**src/rrbm_pkg.sv**
```systemverilog
// rrbm_pkg: shared widths, codes and controller/datapath link types of the bank mapper
package rrbm_pkg;

  localparam int unsigned OpW       = 1;
  localparam int unsigned AddrW     = 16;
  localparam int unsigned ByteW     = 8;
  localparam int unsigned TargetW   = 3;
  localparam int unsigned PhysW     = 21;
  localparam int unsigned RomCountW = 8;
  localparam int unsigned RamCountW = 3;
  localparam int unsigned CfgIdxW   = 2;
  localparam int unsigned CfgDataW  = 8;

  localparam int unsigned BankLowW  = 5;
  localparam int unsigned BankHighW = 2;
  localparam int unsigned BankW     = BankLowW + BankHighW;
  localparam int unsigned RemCntW   = $clog2(BankW);

  // offsets inside a 16 KiB rom bank and an 8 KiB ram bank
  localparam int unsigned RomOffW   = 14;
  localparam int unsigned RamOffW   = 13;

  localparam logic [RomCountW-1:0] RomCountReset = 8'd2;
  localparam logic [RamCountW-1:0] RamCountReset = 3'd1;
  localparam logic [BankLowW-1:0]  BankLowReset  = 5'd1;

  localparam logic [3:0]       RamEnableKey = 4'hA;
  localparam logic [ByteW-1:0] ModeRomByte  = 8'h00;
  localparam logic [ByteW-1:0] ModeRamByte  = 8'h01;

  typedef enum logic [CfgIdxW-1:0] {
    REG_ROM_BANK_COUNT = 2'd0,
    REG_RAM_BANK_COUNT = 2'd1
  } cfg_reg_e;

  typedef enum logic [TargetW-1:0] {
    TGT_ROM_READ  = 3'd0,
    TGT_RAM_READ  = 3'd1,
    TGT_RAM_WRITE = 3'd2,
    TGT_OPEN_BUS  = 3'd3,
    TGT_REG_WRITE = 3'd4,
    TGT_UNMAPPED  = 3'd5
  } target_e;

  // register write windows, from address bits 14:13
  typedef enum logic [1:0] {
    WIN_RAM_ENABLE = 2'b00,
    WIN_BANK_LOW   = 2'b01,
    WIN_BANK_HIGH  = 2'b10,
    WIN_MODE       = 2'b11
  } reg_win_e;

  typedef struct packed {
    logic latch_item;
    logic div_start;
    logic load_out;
  } dp_cmd_t;

  typedef struct packed {
    logic in_banked;
    logic div_busy;
    logic out_free;
  } dp_sts_t;

endpackage

```
**src/rrbm_if.sv**
```systemverilog
// rrbm_if: handshake channels of the bank mapper (bus access, result, configuration)
interface rrbm_in_if;
  logic                        valid;
  logic                        ready;
  logic [rrbm_pkg::OpW-1:0]    operation;
  logic [rrbm_pkg::AddrW-1:0]  bus_address;
  logic [rrbm_pkg::ByteW-1:0]  write_byte;

  modport source (output valid, output operation, output bus_address, output write_byte,
                  input ready);
  modport sink   (input valid, input operation, input bus_address, input write_byte,
                  output ready);
endinterface

interface rrbm_out_if;
  logic                         valid;
  logic                         ready;
  logic [rrbm_pkg::TargetW-1:0] target;
  logic [rrbm_pkg::PhysW-1:0]   physical_address;
  logic [rrbm_pkg::ByteW-1:0]   ram_write_data;

  modport source (output valid, output target, output physical_address,
                  output ram_write_data, input ready);
  modport sink   (input valid, input target, input physical_address,
                  input ram_write_data, output ready);
endinterface

interface rrbm_cfg_if;
  logic                          valid;
  logic                          ready;
  logic [rrbm_pkg::CfgIdxW-1:0]  index;
  logic [rrbm_pkg::CfgDataW-1:0] data;

  modport source (output valid, output index, output data, input ready);
  modport sink   (input valid, input index, input data, output ready);
endinterface

```
**src/rrbm_rem.sv**
```systemverilog
// rrbm_rem: restoring remainder unit, one quotient bit per cycle, for the rom bank wrap
module rrbm_rem (
  input  logic                           clk_i,
  input  logic                           rst_ni,
  input  logic                           start_i,
  input  logic [rrbm_pkg::BankW-1:0]     dividend_i,
  input  logic [rrbm_pkg::RomCountW-1:0] divisor_i,
  output logic                           busy_o,
  output logic [rrbm_pkg::BankW-1:0]     rem_o
);

  logic                           busy_q, busy_d;
  logic [rrbm_pkg::RemCntW-1:0]   cnt_q, cnt_d;
  logic [rrbm_pkg::RomCountW-1:0] rem_q, rem_d;
  logic [rrbm_pkg::BankW-1:0]     dvd_q;
  logic [rrbm_pkg::RomCountW-1:0] div_q;
  logic [rrbm_pkg::RomCountW:0]   trial;

  // partial remainder stays below the divisor, so the trial fits one extra bit
  always_comb begin
    trial = {rem_q, dvd_q[rrbm_pkg::BankW-1]};
    if (trial >= {1'b0, div_q}) begin
      rem_d = rrbm_pkg::RomCountW'(trial - {1'b0, div_q});
    end else begin
      rem_d = trial[rrbm_pkg::RomCountW-1:0];
    end
  end

  always_comb begin
    busy_d = busy_q;
    cnt_d  = cnt_q;
    if (start_i) begin
      busy_d = 1'b1;
      cnt_d  = rrbm_pkg::RemCntW'(rrbm_pkg::BankW - 1);
    end else if (busy_q) begin
      cnt_d = cnt_q - 1'b1;
      if (cnt_q == '0) begin
        busy_d = 1'b0;
      end
    end
  end

  always_ff @(posedge clk_i or negedge rst_ni) begin
    if (!rst_ni) begin
      busy_q <= 1'b0;
      cnt_q  <= '0;
    end else begin
      busy_q <= busy_d;
      cnt_q  <= cnt_d;
    end
  end

  always_ff @(posedge clk_i) begin
    if (start_i) begin
      rem_q <= '0;
      dvd_q <= dividend_i;
      // a zero count behaves as a single bank
      div_q <= (divisor_i == '0) ? rrbm_pkg::RomCountW'(1) : divisor_i;
    end else if (busy_q) begin
      rem_q <= rem_d;
      dvd_q <= {dvd_q[rrbm_pkg::BankW-2:0], 1'b0};
    end
  end

  assign busy_o = busy_q;
  // remainder never exceeds the 7-bit dividend
  assign rem_o  = rem_q[rrbm_pkg::BankW-1:0];

endmodule

```
**src/rrbm_dp.sv**
```systemverilog
// rrbm_dp: banking registers, configuration, address mapping and result register
module rrbm_dp (
  input  logic                           clk_i,
  input  logic                           rst_ni,
  input  rrbm_pkg::dp_cmd_t              cmd_i,
  output rrbm_pkg::dp_sts_t              sts_o,
  input  logic                           cfg_valid_i,
  input  logic [rrbm_pkg::CfgIdxW-1:0]   cfg_index_i,
  input  logic [rrbm_pkg::CfgDataW-1:0]  cfg_data_i,
  input  logic [rrbm_pkg::OpW-1:0]       in_operation_i,
  input  logic [rrbm_pkg::AddrW-1:0]     in_bus_address_i,
  input  logic [rrbm_pkg::ByteW-1:0]     in_write_byte_i,
  input  logic                           out_ready_i,
  output logic                           out_valid_o,
  output logic [rrbm_pkg::TargetW-1:0]   out_target_o,
  output logic [rrbm_pkg::PhysW-1:0]     out_physical_address_o,
  output logic [rrbm_pkg::ByteW-1:0]     out_ram_write_data_o
);

  logic [rrbm_pkg::RomCountW-1:0] rom_cnt_q;
  logic [rrbm_pkg::RamCountW-1:0] ram_cnt_q;
  logic                           ram_en_q;
  logic [rrbm_pkg::BankLowW-1:0]  bank_low_q;
  logic [rrbm_pkg::BankHighW-1:0] bank_high_q;
  logic                           mode_q;

  logic [rrbm_pkg::OpW-1:0]       op_q;
  logic [rrbm_pkg::AddrW-1:0]     addr_q;
  logic [rrbm_pkg::ByteW-1:0]     byte_q;

  logic                           out_valid_q;
  rrbm_pkg::target_e              out_target_q;
  logic [rrbm_pkg::PhysW-1:0]     out_phys_q;
  logic [rrbm_pkg::ByteW-1:0]     out_wdata_q;

  logic [rrbm_pkg::BankW-1:0]     rom_sel_raw;
  logic [rrbm_pkg::BankW-1:0]     rom_sel;
  logic [rrbm_pkg::BankW-1:0]     rom_sel_wrapped;
  logic                           div_busy;
  logic [rrbm_pkg::BankHighW-1:0] ram_sel;
  logic                           ram_win;
  logic                           is_write;
  rrbm_pkg::target_e              res_target;
  logic [rrbm_pkg::PhysW-1:0]     res_phys;
  logic [rrbm_pkg::ByteW-1:0]     res_wdata;

  // bank selection, banks with all-zero low bits move up by one
  always_comb begin
    if (!mode_q) begin
      rom_sel_raw = {bank_high_q, bank_low_q};
    end else begin
      rom_sel_raw = {{rrbm_pkg::BankHighW{1'b0}}, bank_low_q};
    end
    rom_sel = (bank_low_q == '0) ? rom_sel_raw + 1'b1 : rom_sel_raw;
  end

  assign ram_sel = (!mode_q || ram_cnt_q <= rrbm_pkg::RamCountW'(1)) ? '0 : bank_high_q;

  rrbm_rem u_rem (
    .clk_i      (clk_i),
    .rst_ni     (rst_ni),
    .start_i    (cmd_i.div_start),
    .dividend_i (rom_sel),
    .divisor_i  (rom_cnt_q),
    .busy_o     (div_busy),
    .rem_o      (rom_sel_wrapped)
  );

  assign sts_o.in_banked = (in_operation_i == 1'b0) && (in_bus_address_i[15:14] == 2'b01);
  assign sts_o.div_busy  = div_busy;
  assign sts_o.out_free  = !out_valid_q || out_ready_i;

  assign ram_win  = (addr_q[15:13] == 3'b101);
  assign is_write = op_q[0];

  always_comb begin
    res_target = rrbm_pkg::TGT_UNMAPPED;
    res_phys   = '0;
    res_wdata  = '0;
    if (ram_win) begin
      if (!ram_en_q) begin
        res_target = is_write ? rrbm_pkg::TGT_REG_WRITE : rrbm_pkg::TGT_OPEN_BUS;
      end else begin
        res_target = is_write ? rrbm_pkg::TGT_RAM_WRITE : rrbm_pkg::TGT_RAM_READ;
        res_phys   = rrbm_pkg::PhysW'({ram_sel, addr_q[rrbm_pkg::RamOffW-1:0]});
        res_wdata  = is_write ? byte_q : '0;
      end
    end else if (!addr_q[15]) begin
      if (is_write) begin
        res_target = rrbm_pkg::TGT_REG_WRITE;
      end else begin
        res_target = rrbm_pkg::TGT_ROM_READ;
        if (addr_q[14]) begin
          res_phys = {rom_sel_wrapped, addr_q[rrbm_pkg::RomOffW-1:0]};
        end else begin
          res_phys = rrbm_pkg::PhysW'(addr_q);
        end
      end
    end
  end

  always_ff @(posedge clk_i or negedge rst_ni) begin
    if (!rst_ni) begin
      rom_cnt_q <= rrbm_pkg::RomCountReset;
      ram_cnt_q <= rrbm_pkg::RamCountReset;
    end else if (cfg_valid_i) begin
      unique case (cfg_index_i)
        rrbm_pkg::REG_ROM_BANK_COUNT: rom_cnt_q <= cfg_data_i;
        rrbm_pkg::REG_RAM_BANK_COUNT: ram_cnt_q <= cfg_data_i[rrbm_pkg::RamCountW-1:0];
        default: ;
      endcase
    end
  end

  // register writes take effect when their word is handed on
  always_ff @(posedge clk_i or negedge rst_ni) begin
    if (!rst_ni) begin
      ram_en_q    <= 1'b0;
      bank_low_q  <= rrbm_pkg::BankLowReset;
      bank_high_q <= '0;
      mode_q      <= 1'b0;
    end else if (cmd_i.load_out && is_write && !addr_q[15]) begin
      unique case (rrbm_pkg::reg_win_e'(addr_q[14:13]))
        rrbm_pkg::WIN_RAM_ENABLE: ram_en_q    <= (byte_q[3:0] == rrbm_pkg::RamEnableKey);
        rrbm_pkg::WIN_BANK_LOW:   bank_low_q  <= byte_q[rrbm_pkg::BankLowW-1:0];
        rrbm_pkg::WIN_BANK_HIGH:  bank_high_q <= byte_q[rrbm_pkg::BankHighW-1:0];
        rrbm_pkg::WIN_MODE: begin
          if (byte_q == rrbm_pkg::ModeRomByte) begin
            mode_q <= 1'b0;
          end else if (byte_q == rrbm_pkg::ModeRamByte) begin
            mode_q <= 1'b1;
          end
        end
        default: ;
      endcase
    end
  end

  always_ff @(posedge clk_i) begin
    if (cmd_i.latch_item) begin
      op_q   <= in_operation_i;
      addr_q <= in_bus_address_i;
      byte_q <= in_write_byte_i;
    end
  end

  always_ff @(posedge clk_i or negedge rst_ni) begin
    if (!rst_ni) begin
      out_valid_q <= 1'b0;
    end else if (cmd_i.load_out) begin
      out_valid_q <= 1'b1;
    end else if (out_ready_i) begin
      out_valid_q <= 1'b0;
    end
  end

  always_ff @(posedge clk_i) begin
    if (cmd_i.load_out) begin
      out_target_q <= res_target;
      out_phys_q   <= res_phys;
      out_wdata_q  <= res_wdata;
    end
  end

  assign out_valid_o            = out_valid_q;
  assign out_target_o           = out_target_q;
  assign out_physical_address_o = out_phys_q;
  assign out_ram_write_data_o   = out_wdata_q;

endmodule

```
**src/rrbm_ctrl.sv**
```systemverilog
// rrbm_ctrl: sequencing of one bus access through bank wrap and result hand-off
module rrbm_ctrl (
  input  logic              clk_i,
  input  logic              rst_ni,
  input  logic              in_valid_i,
  output logic              in_ready_o,
  input  rrbm_pkg::dp_sts_t sts_i,
  output rrbm_pkg::dp_cmd_t cmd_o
);

  typedef enum logic [2:0] {
    ST_IDLE = 3'b001,
    ST_DIV  = 3'b010,
    ST_OUT  = 3'b100
  } state_e;

  state_e state_q, state_d;
  logic   accept;

  assign in_ready_o = (state_q == ST_IDLE);
  assign accept     = in_valid_i && in_ready_o;

  always_comb begin
    state_d          = state_q;
    cmd_o.latch_item = 1'b0;
    cmd_o.div_start  = 1'b0;
    cmd_o.load_out   = 1'b0;
    unique case (state_q)
      ST_IDLE: begin
        if (accept) begin
          cmd_o.latch_item = 1'b1;
          // only switchable rom reads need the bank wrap
          if (sts_i.in_banked) begin
            cmd_o.div_start = 1'b1;
            state_d         = ST_DIV;
          end else begin
            state_d = ST_OUT;
          end
        end
      end
      ST_DIV: begin
        if (!sts_i.div_busy) begin
          state_d = ST_OUT;
        end
      end
      ST_OUT: begin
        if (sts_i.out_free) begin
          cmd_o.load_out = 1'b1;
          state_d        = ST_IDLE;
        end
      end
      default: state_d = ST_IDLE;
    endcase
  end

  always_ff @(posedge clk_i or negedge rst_ni) begin
    if (!rst_ni) begin
      state_q <= ST_IDLE;
    end else begin
      state_q <= state_d;
    end
  end

endmodule

```
**src/rom_ram_bank_mapper.sv**
```systemverilog
// rom_ram_bank_mapper: cartridge bank controller top level
//
//  channel  dir  handshake    word
//  cfg_i    in   valid/ready  index, data (bank counts)
//  in_i     in   valid/ready  operation, bus_address, write_byte
//  out_o    out  valid/ready  target, physical_address, ram_write_data
//
// one access at a time: it is latched, its result is loaded in ST_OUT once the result
// register is free, then the next access can be taken; switchable rom reads first wait in
// ST_DIV, where the 7-step restoring remainder unit wraps the bank one bit per cycle
// the result register frees the input side, so a new access is taken while a result waits
// reset (rst_ni low) is asynchronous and restores bank counts and banking registers
// cfg_i always ready; user must send writes only with no access in flight (unchecked)
module rom_ram_bank_mapper (
  input  logic       clk_i,
  input  logic       rst_ni,
  rrbm_cfg_if.sink   cfg_i,
  rrbm_in_if.sink    in_i,
  rrbm_out_if.source out_o
);

  rrbm_pkg::dp_cmd_t cmd;
  rrbm_pkg::dp_sts_t sts;

  assign cfg_i.ready = 1'b1;

  rrbm_ctrl u_ctrl (
    .clk_i      (clk_i),
    .rst_ni     (rst_ni),
    .in_valid_i (in_i.valid),
    .in_ready_o (in_i.ready),
    .sts_i      (sts),
    .cmd_o      (cmd)
  );

  rrbm_dp u_dp (
    .clk_i                  (clk_i),
    .rst_ni                 (rst_ni),
    .cmd_i                  (cmd),
    .sts_o                  (sts),
    .cfg_valid_i            (cfg_i.valid),
    .cfg_index_i            (cfg_i.index),
    .cfg_data_i             (cfg_i.data),
    .in_operation_i         (in_i.operation),
    .in_bus_address_i       (in_i.bus_address),
    .in_write_byte_i        (in_i.write_byte),
    .out_ready_i            (out_o.ready),
    .out_valid_o            (out_o.valid),
    .out_target_o           (out_o.target),
    .out_physical_address_o (out_o.physical_address),
    .out_ram_write_data_o   (out_o.ram_write_data)
  );

  // the remainder unit is never running while a new word can be taken
  a_idle_div: assert property (@(posedge clk_i) disable iff (!rst_ni)
    in_i.ready |-> !sts.div_busy)
    else $error("remainder unit busy while accepting");

  a_one_at_a_time: assert property (@(posedge clk_i) disable iff (!rst_ni)
    (in_i.valid && in_i.ready) |=> !in_i.ready)
    else $error("second access taken while one is in flight");

  // ram offsets stay inside four 8 KiB banks
  a_ram_range: assert property (@(posedge clk_i) disable iff (!rst_ni)
    (out_o.valid && (out_o.target == 3'(rrbm_pkg::TGT_RAM_READ) ||
                     out_o.target == 3'(rrbm_pkg::TGT_RAM_WRITE)))
      |-> (out_o.physical_address[20:15] == '0))
    else $error("ram offset beyond four banks");

  a_no_addr: assert property (@(posedge clk_i) disable iff (!rst_ni)
    (out_o.valid && (out_o.target == 3'(rrbm_pkg::TGT_OPEN_BUS) ||
                     out_o.target == 3'(rrbm_pkg::TGT_REG_WRITE) ||
                     out_o.target == 3'(rrbm_pkg::TGT_UNMAPPED)))
      |-> (out_o.physical_address == '0 && out_o.ram_write_data == '0))
    else $error("address or data on a word without memory access");

endmodule

```
**src/flat_wrapper.sv**
```systemverilog
// flat-port wrapper written by rule: the top's interface ports become plain ports
module rom_ram_bank_mapper_flat 
  (clk_i, rst_ni, cfg_i_valid, cfg_i_index, cfg_i_data, cfg_i_ready, in_i_valid, in_i_operation, in_i_bus_address, in_i_write_byte, in_i_ready, out_o_valid, out_o_target, out_o_physical_address, out_o_ram_write_data, out_o_ready);
  rrbm_cfg_if cfg_i_i ();
  rrbm_in_if in_i_i ();
  rrbm_out_if out_o_i ();
  input  logic clk_i;
  input  logic rst_ni;
  input wire logic [$bits(cfg_i_i.valid)-1:0] cfg_i_valid;
  input wire logic [$bits(cfg_i_i.index)-1:0] cfg_i_index;
  input wire logic [$bits(cfg_i_i.data)-1:0] cfg_i_data;
  output wire logic [$bits(cfg_i_i.ready)-1:0] cfg_i_ready;
  input wire logic [$bits(in_i_i.valid)-1:0] in_i_valid;
  input wire logic [$bits(in_i_i.operation)-1:0] in_i_operation;
  input wire logic [$bits(in_i_i.bus_address)-1:0] in_i_bus_address;
  input wire logic [$bits(in_i_i.write_byte)-1:0] in_i_write_byte;
  output wire logic [$bits(in_i_i.ready)-1:0] in_i_ready;
  output wire logic [$bits(out_o_i.valid)-1:0] out_o_valid;
  output wire logic [$bits(out_o_i.target)-1:0] out_o_target;
  output wire logic [$bits(out_o_i.physical_address)-1:0] out_o_physical_address;
  output wire logic [$bits(out_o_i.ram_write_data)-1:0] out_o_ram_write_data;
  input wire logic [$bits(out_o_i.ready)-1:0] out_o_ready;
  assign cfg_i_i.valid = cfg_i_valid;
  assign cfg_i_i.index = cfg_i_index;
  assign cfg_i_i.data = cfg_i_data;
  assign cfg_i_ready = cfg_i_i.ready;
  assign in_i_i.valid = in_i_valid;
  assign in_i_i.operation = in_i_operation;
  assign in_i_i.bus_address = in_i_bus_address;
  assign in_i_i.write_byte = in_i_write_byte;
  assign in_i_ready = in_i_i.ready;
  assign out_o_valid = out_o_i.valid;
  assign out_o_target = out_o_i.target;
  assign out_o_physical_address = out_o_i.physical_address;
  assign out_o_ram_write_data = out_o_i.ram_write_data;
  assign out_o_i.ready = out_o_ready;
  rom_ram_bank_mapper u_core (.clk_i(clk_i), .rst_ni(rst_ni), .cfg_i(cfg_i_i), .in_i(in_i_i), .out_o(out_o_i));
endmodule
```
**config.mk**
```make
export PLATFORM = sky130hd
export DESIGN_NAME = rom_ram_bank_mapper_flat
export DESIGN_NICKNAME = d
export VERILOG_FILES = /design/src/rrbm_pkg.sv /design/src/rrbm_if.sv /design/src/rrbm_rem.sv /design/src/rrbm_dp.sv /design/src/rrbm_ctrl.sv /design/src/rom_ram_bank_mapper.sv /design/src/flat_wrapper.sv
export SDC_FILE = /design/constraint.sdc
export NUM_CORES = 1
export LEC_CHECK = 0
export BUFFER_PORTS_ARGS = -buffer_cell sky130_fd_sc_hd__buf_2
export CAP_MARGIN = 20
export CORE_UTILIZATION = 30
export CTS_CLUSTER_DIAMETER = 30
export DETAILED_ROUTE_END_ITERATION = 16
export SYNTH_ARGS = -nofsm -noshare
export SYNTH_HDL_FRONTEND = slang
export SYNTH_HIERARCHICAL = 1
export SYNTH_SLANG_ARGS = --single-unit
export TNS_END_PERCENT = 1
```
**constraint.sdc**
```tcl
create_clock -name clk_i -period 5.65 [get_ports clk_i]
set_clock_uncertainty 0.2 [all_clocks]
set_input_delay 0.565 -clock clk_i [delete_from_list [all_inputs] [get_ports clk_i]]
set_output_delay 0.565 -clock clk_i [all_outputs]
set_load 0.005 [all_outputs]
```
; Yosys cells after proc, flatten, opt, wreduce, memory -nomap -nowiden
; Index checks and enable logic that the tools add are counted.
[word_totals]
input_bits = 40
elab_cells = 101
ff_bits = 108
[classes]
n_lt_le_gt_ge = 2
n_reduce_logical = 26
addsub = 3
muxes = 36
eq_ne = 14
bitwise = 1
[ops]
columns = operator, count
row1 = $mux W21, 4
row2 = $mux W3, 11
row3 = $mux W7, 4
row4 = $logic_not A8 Y1, 2
row5 = $mux W15, 1
row6 = $mux W1, 10
row7 = $reduce_and A2 Y1, 5
row8 = $ge A9 B8 Y1, 1
row9 = $pmux W3 S3, 1
row10 = $reduce_and A3 Y1, 3
row11 = $eq A8 B1 Y1 const B, 1
row12 = $mux W2, 4
row13 = $mux W8, 1
row14 = $sub A8 B8 Y8, 1
row15 = $add A7 B1 Y7 const B, 1
row16 = $eq A2 B1 Y1 const B, 3
row17 = $eq A3 B3 Y1 const B, 2
row18 = $reduce_bool A2 Y1, 3
row19 = $logic_not A5 Y1, 1
row20 = $eq A2 B2 Y1 const B, 2
row21 = $eq A4 B4 Y1 const B, 1
row22 = $logic_and A1 B1 Y1, 4
row23 = $logic_not A2 Y1, 2
row24 = $ne A2 B1 Y1 const B, 2
row25 = other kinds (9), 12

; Depth between registers and ports, before layout
[logic_depth]
depth_word = 7
ltp_mapped = 8
depth_no_buf = 8

; By module
; Netlist, hierarchy kept.
[modules_own_cells]
columns = mod, instances, area_each_um2, seq_area_each_um2, cells_each
row1 = rrbm_dp, 1, 2937.8, 2214.6, 170
row2 = rrbm_rem, 1, 1664.1, 710.7, 167
row3 = rrbm_ctrl, 1, 192.7, 76.3, 17
row4 = rom_ram_bank_mapper, 1, 11.3, 0.0, 2

; Least setup slack after synthesis
; OpenSTA, ideal clock, no wires.
[synth_path]
kind = input to register
from = input out_o_ready
to = register u_core/u_dp/bank_high_q[0] (netlist name)
setup_time_ns = 0.127
t_arrival_ns = 4.139
required_time_ns = 5.323
stages = 6
path_buffers = 0
slack_ns = 1.184
cell_sequence = nand2b_1 nand2_1 nor3_1 nand3b_4 or3b_1 mux2_1
[synth_rtl]
columns = element, line_no
row1 = "start, declared", flat_wrapper.sv:22  ; input wire logic [$bits(out_o_i.ready)-1:0] out_o_ready;
row2 = "end signal, assigned", rrbm_dp.sv:126  ; rrbm_pkg::WIN_BANK_HIGH: bank_high_q <= byte_q[rrbm_pkg::BankHighW-1:0];
row3 = "end, declared", rrbm_dp.sv:24  ; logic [rrbm_pkg::BankHighW-1:0] bank_high_q;

; Worst setup path after layout
[layout_path]
from = register u_core/u_dp/u_rem/rem_q[3] (netlist name)
to = register u_core/u_dp/u_rem/rem_q[3] (netlist name)
[layout_via]
elab_chain_cells = 2
[layout_lines]
columns = element, line_no
row1 = "start, declared", rrbm_rem.sv:14  ; logic [rrbm_pkg::RomCountW-1:0] rem_q, rem_d;
row2 = "start signal, assigned", rrbm_rem.sv:60  ; rem_q <= rem_d;
row3 = $ge A9 B8 Y1, rrbm_rem.sv:22  ; if (trial >= {1'b0, div_q}) begin
row4 = $mux W8, rrbm_rem.sv:22
; No other way between the ends.
; A chain may end at the register's enable or synchronous reset.

==> metrics.csv <==
metric;value;unit
hold_viol;0;
layout.area.seq;3000;um2
reg2reg_depth;6;
max_cap_violations;0;
period_needed;2.60;ns
reg2reg_from;u_core/u_dp/u_rem/rem_q[3];
power.total;2.28;mW
final-max-slew-violation-count;0;
htreeDepth;3;
crit_arrival;2.63;ns
crit_top_cell;a2111oi_0;
layout_common_cells;73 x buf_2, 72 x edfxtp_1, 24 x dfrtp_1;
multi_input_area;1580;um2
endpoint;u_core/u_dp/u_rem/rem_q[3];
root_buffer;clkbuf_16;
setup_tns;0;ns
vdd_ir_drop_max;146;uV
powerDensity;407;nW/um2
met2_usage;18.7;%
worstMarginPinSlew;1.01;ns
avgRoutedWirePerCell;14.4;um
grt_use_met1;14.6;%
drive_gt1_share;31.7;%
insertion_delay;0.34;ns
placed_area;5320;um2
rsz0062_at_grt;false;
timing.final.ws_setup;3.05;ns
synth_top_cell_area_share;45.0;%
via_per_inst;4.62;
clock_sinks;107;
cts_buffers;9;
first_pass_iters;4;
dpl.hpwl;6.53;mm
crit_type;reg -> reg;
max_freq;384;MHz
setup_viol;0;
synth.avg_cell_area;13.5;um2
synth_top_area_cell;edfxtp_1;
slowest_delay;0.45;ns
drt_wl_total;9.10;mm
fillers;1547;
post-place-ws;2.66;ns
start_util;31.2;%
synth.yosys.seq_area_share;62.5;%
total_leakage_power;2.25;nW
routabilityCongestion;0.791;
slew_headroom;32.8;%
rrSetupSlack;3.05;ns
ys_top_cells_by_area;edfxtp_1 45%, dfrtp_1 12%, mux2_2 4.9%, ha_1 3.4%, dfxtp_1 3.3%;
yosysWarnings;6;
syn_area;4810;um2
drc_errors;0;
grt_pass1_vias;2862;
cts.clk_slew.worst_paths;0.07;ns
grt_usage;11.5;%
grt_most_used_layer;met2;
cts_tree;done;
dr_total_vias;2931;
met3_usage;2.74;%
grt_max_degree;34;
synthesis.nets;410;
path_max_fanout;12;
dieArea;16500;um2
drt-initial-drc-count;134;
post_cts_buffers;0;
final_common_cell;buf_2;
r2r-end;u_core/u_dp/u_rem/rem_q[3];
crit_required;5.68;ns
ctsResizeCount;0;
cp-startpoint;u_core/u_dp/u_rem/rem_q[3];
endpoint_kind;flop;
place.port_buffers;73;
hp-class;in -> async;
ant_nets;0;
fin_area;5620;um2
critPathLaunchType;flop;
status;completed;
die_x;129;um
syn_inst;356;
overflow;0;
crit_chain;ha_1 > and3_1 > a32o_2 > o31ai_4 > a2111oi_0 > a2111oi_0;
die_y;129;um
core;15400;um2
synth_cell_type_count;72;
clockBufferDepth;2;
async_flop_share;25.2;%
io-pin-count;75;
cts_hold_buf;0;
synth_edf_count;72;
area_delta_synth_final;16.9;%
grt_first_pass_wirelength;14.4;mm
ys_ff_latch;107;
yosys_most_used_dff;edfxtp_1;
n_antenna_cell;0;
std_cell_rows;45;
antenna_found_initial;0;
fin_nets;472;
fin_crit_sh;46.0;%
crit_path_top_delay_cell;o31ai_4;
==> layer usage <==
metal | share of wire, % | up-vias
met5 | 0 | -
met4 | 2.1 | 0
met3 | 3.8 | 13
met2 | 48 | 72
met1 | 46 | 1429
li1 | - | 1417
==> synth_stat cells (all sizes together) (7+ instances only) <==
master and n:
edfxtp 72, buf 11, nand2 8, dfxtp 8
o21ai 7, dfrtp 24, ha 13, clkbuf 15
inv 23, mux2 24, and3 11, nor2b 20
and2 12, nor2 19
==> critical path: cells and delay by family (launching register included) <==
kind	cells	cell delay (ns)
AOI/OAI and AO/OA	4	1.30
adders and majority gates	1	0.39
DFF	1	0.36
and+or+nand+nor	1	0.23
==> power breakdown <==
part,switching [mW],total [mW],leakage [nW],internal [mW]
Clock,0.278,0.581,0.124,0.303
Combinational,0.314,0.592,1.06,0.278
Sequential,0.112,1.11,1.07,0.999
Total,0.704,2.28,2.25,1.58
==> flip-flops by register name (all words and copies together), names as in the netlist, 5 cells and up <==
name	cells
u_core/u_dp/addr_q	16
u_core/u_dp/bank_low_q	5
u_core/u_dp/byte_q	8
u_core/u_dp/out_physical_address_o	21
u_core/u_dp/out_ram_write_data_o	8
u_core/u_dp/rom_cnt_q	8
u_core/u_dp/u_rem/div_q	8
u_core/u_dp/u_rem/dvd_q	7
u_core/u_dp/u_rem/rem_q	8
==> metrics by stage <==
| step | instances | hold WS (ns) | util (%) |
|---|---|---|---|
| finish | 634 | 0.0301 | 36.4 |
| global route | 634 | 0.0711 | 36.4 |
| CTS | 633 | 0.0423 | 36.2 |
| detailed placement | 617 | 0.265 | 34.5 |
| global placement | 617 | 0.264 | 34.5 |
| floorplan | 356 | 0.0694 | - |
==> how the worst min path moves through the flow <==
stage                                  start  cells after the start                         end
global route                          rst_ni                      1    u_core/u_dp/rom_cnt_q[7]
global placement    u_core/u_dp/rom_cnt_q[2]                      0  u_core/u_dp/u_rem/div_q[2]
finish                                rst_ni                      1    u_core/u_dp/rom_cnt_q[7]
detailed placement  u_core/u_dp/rom_cnt_q[5]                      0  u_core/u_dp/u_rem/div_q[5]
CTS                                   rst_ni                      1    u_core/u_dp/rom_cnt_q[7]
floorplan                             rst_ni                      0    u_core/u_ctrl/state_q[1]
==> final cells by class <==
class                   instances  area share, %
clock inverters                 4          0.579
inverters                      24           1.60
flip-flops and latches        107           53.4
multi-input cells             199           28.1
well taps                     211           4.70
clock buffers                  12           4.21
repair buffers                 77           7.39
==> logic make-up (layout without fill, tap and decap cells) <==
group / after synthesis / count (layout) / share of synthesized area (%)
AOI/OAI and AO/OA: 44 / 44 / 7.47
xor gates and xnor gates: 3 / 3 / 0.547
adders and majority gates: 14 / 14 / 3.80
buffers and inverters: 50 / 117 / 4.79
DFF: 107 / 107 / 62.5
muxes: 25 / 25 / 5.83
other: 1 / 1 / 0.0780
and+or+nand+nor: 112 / 112 / 15.0
(Power assumes the default switching activity.)
